==> src/design/mafs_pkg.sv <==
// Shared types and codes for the motor arming and failsafe controller.
package mafs_pkg;

    localparam int unsigned IN_TDATA_W  = 16;
    localparam int unsigned OUT_TDATA_W = 16;

    typedef enum logic [2:0] {
        MODE_DISARMED = 3'd0,
        MODE_ARMED    = 3'd1,
        MODE_FAILSAFE = 3'd2,
        MODE_CALIB    = 3'd3,
        MODE_DEPLOY   = 3'd4
    } t_mode;

    typedef enum logic [2:0] {
        BLOCK_READY    = 3'd0,
        BLOCK_NO_RC    = 3'd1,
        BLOCK_THROTTLE = 3'd2,
        BLOCK_CALIB    = 3'd3,
        BLOCK_SETTINGS = 3'd4
    } t_block;

    typedef enum logic [1:0] {
        SERVO_CENTER = 2'd0,
        SERVO_TRACK  = 2'd1,
        SERVO_DEPLOY = 2'd2
    } t_servo;

    localparam logic THROTTLE_FORCE_NEUTRAL = 1'b0;
    localparam logic THROTTLE_TRACK         = 1'b1;

    typedef struct packed {
        logic rc_ok;
        logic stick_neutral;
        logic calib_busy;
        logic settings_applying;
        logic arm_request;
        logic calib_request;
        logic calib_confirm;
        logic deploy_req;
        logic stow_req;
        logic disarm_request;
    } t_flags;

    typedef struct packed {
        t_mode  mode;
        logic   throttle_mode;
        t_servo servo_mode;
        t_block arm_block;
    } t_result;

endpackage

==> src/design/mafs_next.sv <==
// Next-mode and drive-output logic for one flag sample.
module mafs_next import mafs_pkg::*; (
    input  t_mode   i_mode,
    input  t_flags  i_flags,
    output t_mode   o_next_mode,
    output t_result o_result
);

    t_block w_block;

    // first failing arm condition, evaluated every tick
    always_comb begin
        if (!i_flags.rc_ok) begin
            w_block = BLOCK_NO_RC;
        end else if (!i_flags.stick_neutral) begin
            w_block = BLOCK_THROTTLE;
        end else if (i_flags.calib_busy) begin
            w_block = BLOCK_CALIB;
        end else if (i_flags.settings_applying) begin
            w_block = BLOCK_SETTINGS;
        end else begin
            w_block = BLOCK_READY;
        end
    end

    always_comb begin
        case (i_mode)
            MODE_DISARMED: begin
                if (!i_flags.rc_ok) begin
                    o_next_mode = MODE_FAILSAFE;
                end else if (i_flags.stick_neutral && i_flags.calib_request &&
                             i_flags.calib_confirm && !i_flags.settings_applying) begin
                    o_next_mode = MODE_CALIB;
                end else if (i_flags.deploy_req) begin
                    o_next_mode = MODE_DEPLOY;
                end else if (i_flags.arm_request && (w_block == BLOCK_READY)) begin
                    o_next_mode = MODE_ARMED;
                end else begin
                    o_next_mode = MODE_DISARMED;
                end
            end
            MODE_ARMED: begin
                if (!i_flags.rc_ok) begin
                    o_next_mode = MODE_FAILSAFE;
                end else if (i_flags.disarm_request) begin
                    o_next_mode = MODE_DISARMED;
                end else begin
                    o_next_mode = MODE_ARMED;
                end
            end
            MODE_FAILSAFE: begin
                o_next_mode = i_flags.rc_ok ? MODE_DISARMED : MODE_FAILSAFE;
            end
            MODE_CALIB: begin
                o_next_mode = i_flags.rc_ok ? MODE_CALIB : MODE_FAILSAFE;
            end
            MODE_DEPLOY: begin
                if (!i_flags.rc_ok) begin
                    o_next_mode = MODE_FAILSAFE;
                end else if (i_flags.stow_req) begin
                    o_next_mode = MODE_DISARMED;
                end else begin
                    o_next_mode = MODE_DEPLOY;
                end
            end
            default: begin
                o_next_mode = MODE_FAILSAFE;
            end
        endcase
    end

    // throttle follows the new mode; servo deploys in deploy mode, else tracks while RC is ok, else centers
    always_comb begin
        o_result.mode          = o_next_mode;
        o_result.throttle_mode = (o_next_mode == MODE_ARMED) ? THROTTLE_TRACK
                                                             : THROTTLE_FORCE_NEUTRAL;
        if (o_next_mode == MODE_DEPLOY) begin
            o_result.servo_mode = SERVO_DEPLOY;
        end else if (i_flags.rc_ok) begin
            o_result.servo_mode = SERVO_TRACK;
        end else begin
            o_result.servo_mode = SERVO_CENTER;
        end
        o_result.arm_block = w_block;
    end

endmodule

==> src/design/motor_arming_failsafe_fsm.sv <==
// Motor arming and failsafe mode controller, top level.
//
// One input word per control tick carries ten safety and request flags on
// the slave stream; each accepted word yields exactly one output word with
// the new mode, throttle mode, servo mode and arm-block reason.
// A word accepted on the slave stream passes the input register, then the
// result register. Throughput: one word per cycle while the receiver takes
// words; the mode register updates as a word enters the result register.
// The input register and result register form a two-deep pipeline, so a new
// word is taken while a finished result waits; when the receiver stalls both
// fill and o_s_axis_tready drops until the result is taken.
// Synchronous active-low reset empties both stages and sets the mode to
// disarmed. Mode codes: 0 disarmed, 1 armed, 2 failsafe, 3 calibration,
// 4 deploy.
module motor_arming_failsafe_fsm import mafs_pkg::*; (
    input  logic                   i_clk,
    input  logic                   i_rst_n,
    input  logic                   i_s_axis_tvalid,
    output logic                   o_s_axis_tready,
    // rc_ok, stick_neutral, calib_busy, settings_applying, arm_request,
    // calib_request, calib_confirm, deploy_req, stow_req,
    // disarm_request (bits 0..9), zeros above
    input  logic [IN_TDATA_W-1:0]  i_s_axis_tdata,
    output logic                   o_m_axis_tvalid,
    input  logic                   i_m_axis_tready,
    // mode[2:0], throttle_mode[3], servo_mode[5:4], arm_block[8:6], zeros above
    output logic [OUT_TDATA_W-1:0] o_m_axis_tdata
);

    logic    r_in_valid;
    t_flags  r_in_flags;
    logic    r_out_valid;
    t_result r_out_res;
    t_mode   r_mode;

    t_flags  w_flags;
    t_mode   n_mode;
    t_result w_res;
    logic    w_advance;
    logic    w_in_accept;

    always_comb begin
        w_flags.rc_ok             = i_s_axis_tdata[0];
        w_flags.stick_neutral     = i_s_axis_tdata[1];
        w_flags.calib_busy        = i_s_axis_tdata[2];
        w_flags.settings_applying = i_s_axis_tdata[3];
        w_flags.arm_request       = i_s_axis_tdata[4];
        w_flags.calib_request     = i_s_axis_tdata[5];
        w_flags.calib_confirm     = i_s_axis_tdata[6];
        w_flags.deploy_req        = i_s_axis_tdata[7];
        w_flags.stow_req          = i_s_axis_tdata[8];
        w_flags.disarm_request    = i_s_axis_tdata[9];
    end

    assign w_advance       = r_in_valid && (!r_out_valid || i_m_axis_tready);
    assign o_s_axis_tready = !r_in_valid || w_advance;
    assign w_in_accept     = i_s_axis_tvalid && o_s_axis_tready;

    mafs_next u_next (
        .i_mode      (r_mode),
        .i_flags     (r_in_flags),
        .o_next_mode (n_mode),
        .o_result    (w_res)
    );

    always_ff @(posedge i_clk) begin
        if (!i_rst_n) begin
            r_in_valid  <= 1'b0;
            r_out_valid <= 1'b0;
            r_mode      <= MODE_DISARMED;
        end else begin
            if (w_in_accept) begin
                r_in_valid <= 1'b1;
            end else if (w_advance) begin
                r_in_valid <= 1'b0;
            end
            if (w_advance) begin
                r_out_valid <= 1'b1;
                r_mode      <= n_mode;
            end else if (i_m_axis_tready) begin
                r_out_valid <= 1'b0;
            end
        end
    end

    always_ff @(posedge i_clk) begin
        if (w_in_accept) begin
            r_in_flags <= w_flags;
        end
        if (w_advance) begin
            r_out_res <= w_res;
        end
    end

    assign o_m_axis_tvalid = r_out_valid;
    assign o_m_axis_tdata  = {{(OUT_TDATA_W-9){1'b0}}, r_out_res.arm_block,
                              r_out_res.servo_mode, r_out_res.throttle_mode,
                              r_out_res.mode};

endmodule

==> config.mk <==
export PLATFORM = sky130hd
export DESIGN_NAME = motor_arming_failsafe_fsm
export DESIGN_NICKNAME = d
export VERILOG_FILES = /design/src/design/mafs_pkg.sv /design/src/design/mafs_next.sv /design/src/design/motor_arming_failsafe_fsm.sv
export SDC_FILE = /design/constraint.sdc
export NUM_CORES = 1
export LEC_CHECK = 0
export BUFFER_PORTS_ARGS = -buffer_cell sky130_fd_sc_hd__buf_2
export CORE_UTILIZATION = 42
export CTS_BUF_LIST = sky130_fd_sc_hd__clkbuf_16
export DETAILED_ROUTE_END_ITERATION = 8
export PLACE_DENSITY = 0.78
export SLEW_MARGIN = 20
export SYNTH_ARGS = -nofsm -noshare
export SYNTH_HDL_FRONTEND = slang
export SYNTH_SLANG_ARGS = --single-unit
==> constraint.sdc <==
create_clock -name i_clk -period 1.3 [get_ports i_clk]
set_input_delay 0.26 -clock i_clk [delete_from_list [all_inputs] [get_ports i_clk]]
set_output_delay 0.26 -clock i_clk [all_outputs]
set_load 0.02 [all_outputs]
==> Yosys cells after proc, flatten, opt, wreduce, memory -nomap -nowiden <==
Index checks and enable logic that the tools add are counted.
{ "classes": {"n_mux": 21, "reduce_logical": 15, "n_eq_ne": 6} }
{ "op_table": {"columns": ["cell", "count"], "rows": [
  ["two-way mux 3 bit", 10],
  ["one-hot mux 3 bit (5 select lines)", 1],
  ["two-way mux 1 bit", 9],
  ["== test 3 x 1 -> 1 bit (second input constant)", 2],
  ["== test 3 x 2 -> 1 bit (second input constant)", 2],
  ["== test 3 bit (second input constant)", 2],
  ["logical AND 1 bit", 6],
  ["logical NOT 3 bit", 2],
  ["nonzero test 2 bit", 2],
  ["logical NOT 1 bit", 3],
  ["logical OR 1 bit", 2],
  ["two-way mux 2 bit", 1]
]} }
{ "totals": {"ff_bits": 24, "out_inout_bits": 18} }

==> Logic depth before layout (Yosys ltp) <==
{ "logic_depth": {"ltp_word": 13, "depth_mapped": 5, "mapped_depth_nobuf": 5} }

==> By module <==
Synthesis repeated with hierarchy kept, for this count alone.
{ "hier_totals": {"cells_unflattened": 77, "area_unflattened_um2": 1024.7} }
{ "by_module_without_submodules": {"columns": ["module", "seq_area_each_um2", "instances", "cells_each", "area_per_inst_um2"], "rows": [
  ["motor_arming_failsafe_fsm", 670.6, 1, 50, 845.8],
  ["mafs_next", 0.0, 1, 27, 178.9]
]} }

==> Least setup slack after synthesis <==
OpenSTA, ideal clock, no wires.
{ "synth_path": {"path_kind": "register to register", "from": "register r_out_valid (netlist: o_m_axis_tvalid)", "to": "register r_in_flags[0] (netlist name), enable pin", "synth_period_minus_slack_ps": 1434, "path_stages_with_launch": 4, "setup_time_ps": 288, "arrival_time_ps": 1146, "setup_slack_ps": -134, "cell_sequence": "dfxtp_1 > nor2b_1 > nand2_1 > and2_1"} }
{ "synth_via": {"elab_chain_cells": 5} }
{ "synth_lines": {"columns": ["element", "line", "source"], "rows": [
  ["start: declaration", "motor_arming_failsafe_fsm.sv:32", "logic r_out_valid;"],
  ["start signal: assignment", "motor_arming_failsafe_fsm.sv:69", "r_out_valid <= 1'b0;"],
  ["start signal: assignment", "motor_arming_failsafe_fsm.sv:78", "r_out_valid <= 1'b1;"],
  ["start signal: assignment", "motor_arming_failsafe_fsm.sv:81", "r_out_valid <= 1'b0;"],
  ["logical NOT 1 bit", "motor_arming_failsafe_fsm.sv:55", "assign w_advance = r_in_valid && (!r_out_valid || i_m_axis_tready);"],
  ["logical OR 1 bit", "motor_arming_failsafe_fsm.sv:55", null],
  ["logical AND 1 bit", "motor_arming_failsafe_fsm.sv:55", null],
  ["logical OR 1 bit", "motor_arming_failsafe_fsm.sv:56", "assign o_s_axis_tready = !r_in_valid || w_advance;"],
  ["named net o_s_axis_tready", "motor_arming_failsafe_fsm.sv:19", "output logic o_s_axis_tready,"],
  ["logical AND 1 bit", "motor_arming_failsafe_fsm.sv:57", "assign w_in_accept = i_s_axis_tvalid && o_s_axis_tready;"],
  ["named net w_in_accept", "motor_arming_failsafe_fsm.sv:40", "logic w_in_accept;"],
  ["end signal: assignment", "motor_arming_failsafe_fsm.sv:88", "r_in_flags <= w_flags;"],
  ["end: declaration", "motor_arming_failsafe_fsm.sv:31", "t_flags r_in_flags;"]
]} }
The timed path passes the listed nets, and every way through them passes these cells.
A chain may end at the register's enable or synchronous reset.

==> impl_metrics.ini <==
[place]
gp_congestion = 0.733
port_buffers = 24
placedInstanceArea_um2 = 1170
dp_hpwl_mm = 1.09
pre_cts_ws_ps = -55.9

[die]
core_area_um2 = 2230
pin_count = 38
design.die.area_um2 = 2580
num_rows = 17
start_util_pct = 44.8
die_x_um = 50.8
die_h_um = 50.8

[layout]
drive_above_1_share_pct = 41.8
fin_nets = 131
final_area_um2 = 1330
regArea_um2 = 674
multiInputGateArea_um2 = 330
fillers = 180
final_util_pct = 59.4
n_antenna_cell = 0
synthToLayoutAreaGrowth_pct = 32.6

[clock_network]
root_buffer = clkbuf_16
clk_pin_slew_ps = 60
clock_latency_ps = 250
clock-sinks = 24
cts-htree-levels = 1
cts_buffers = 3
cts.path.max_buffers = 2
cts_tree = yes

[logic_synthesis]
synth_top_area_cell = edfxtp_1
synth.most_common_cell = edfxtp_1
synth_area_per_cell_um2 = 13.0
netlist_top_cells_count = edfxtp_1, buf_4, nand2_1, dfxtp_1
syn_area_um2 = 1000
yosysTopAreaCellShare_pct = 57.0
ys_seq_area_share_pct = 67.0
synth_edf_count = 19
async_reset_ff_share_pct = 0
synth_ff_type = edfxtp_1
synthCells = 77
synth.area.top_cells = edfxtp_1, dfxtp_1, buf_4
ys_warn_count = 0
synth_cell_types = 28
ys_ff_latch = 24

[sta]
post-route-period-util_pct = 102
rsz0062_at_grt = true
setup_violations = 1
fin_skew_ps = 2.45
hold_viol = 0
maxSlewViolCount = 0
min_period_ps = 1320
fmax_mhz = 757
fin_setup_tns_ps = -20.5
finalWorstSetupSlack_ps = -20.5

[setup_path]
crit_chain = nor4b_4, and3b_1, a32oi_2, nor2_1
cpMaxStageDelayCell = edfxtp_1
rr_startpoint = r_in_flags[9]
worstPathRequired_ps = 1300
worst_setup_path_start_kind = register
endpoint_kind = register
critPathMaxStageDelay_ps = 430
cp.arrival_ps = 1320
critPathMaxFanout = 4
critPathKind = register to register
critical_path.startpoint = r_in_flags[9]

[routing]
drc = 0
drt_iter0_drc = 6
drt-total-wl_mm = 1.50
vias = 649
antenna_left = 0
firstDrtPassIters = 3
wire_per_inst_um = 10.8
viasPerCell = 4.70

[pwr]
ir_drop_uv = 1210
p_leak_nw = 0.561
power.density_nw_per_um2 = 1460
finalPower_w = 0.00194

[run_status]
violations = setup timing
outcome = complete, but fails checks

[global_route]
grt_use_total_pct = 13.8
grt_pass1_vias = 598
overflow = 0
grt_pass1_wl_mm = 2.53
grt_max_degree = 15
antenna_found_initial = 0

[worst_hold_path]
hold_path.class = input port to register
min-delay-start = i_s_axis_tdata[6]

[job]
max_cap_viol_count = 0
where the power goes:
group / switching, W / internal (W)
clock network: 0.000245 / 0.000611
logic: 0.000103 / 0.0000792
registers: 0.0000280 / 0.000879
cell usage in the layout, fill, tap and decap left out, drive strengths merged:
cell,netlist,routed
nand4b,1,1
nand2b,2,2
nor2,4,4
o211ai,1,1
a21oi,2,2
buf,7,30
inv,4,4
nand2,6,6
bufinv,0,1
a22o,1,1
nor2b,2,2
a21boi,5,5
o21a,1,1
and3b,1,1
dfxtp,5,5
nand4,1,1
a32oi,2,2
and2b,1,1
edfxtp,19,19
conb,1,7
xor2,1,1
o21ai,3,3
or4,1,1
and4,1,1
clkbuf,0,3
nand3,2,2
and2,2,2
nor4b,1,1
cell families (layout without fill, tap and decap cells):
group                     Yosys count  after routing  synth area share [%]
other                               1              7                 0.375
DFF                                24             24                  67.0
buffers and inverters              11             38                  6.75
xor gates and xnor gates            1              1                 0.875
AOI/OAI and AO/OA                  15             15                  10.4
and+or+nand+nor                    25             25                  14.6
timing repair:
item                       4_1_cts  5_1_grt
resized for setup                6        5
setup buffers                    2        0
setup endpoints to repair        5        5
hold buffers                     0        0
pin swaps                        5        7
critical path: cells and delay by family (launching register included):
family             cells  cell delay (ps)
and+or+nand+nor        3              420
DFF                    1              430
AOI/OAI and AO/OA      1              220
per-stage QoR:
step / hold slack (ps) / cells
6_report: 175 / 138
3_5_place_dp: 438 / 132
4_1_cts: 173 / 138
2_1_floorplan: 359 / 83
3_3_place_gp: 436 / 132
5_1_grt: 169 / 138
sequential cells by signal, summed over array words and instances, names as in the netlist:
register         flops
r_in_flags          10
o_m_axis_tdata       9
r_mode               3
o_m_axis_tvalid      1
r_in_valid           1
final cells by class:
| class | count | share of cell area (%) |
|---|---|---|
| multi-input combinational | 48 | 24.9 |
| timing repair buffer | 30 | 12.6 |
| sequential | 24 | 50.8 |
| inverter | 4 | 1.13 |
| clock buffer | 3 | 5.66 |
| tap | 28 | 2.64 |
| clock inverter | 1 | 2.26 |
path summary, 6_finish.rpt:
path,to,slack (ps),cells after the start
setup / recovery,o_m_axis_tdata[3],-20,4
hold / removal,r_in_flags[3],180,1
setup reg to reg,o_m_axis_tdata[3],-20,4
hold reg to reg,r_mode[1],580,2
layer usage:
metal	part of all wire (%)	global-route usage (%)
met1	43	15.0
met2	50	24.7
met3	3.9	2.68
met4	2.4	8.33
met5	0	0
Power figures use the tool's default switching activity.
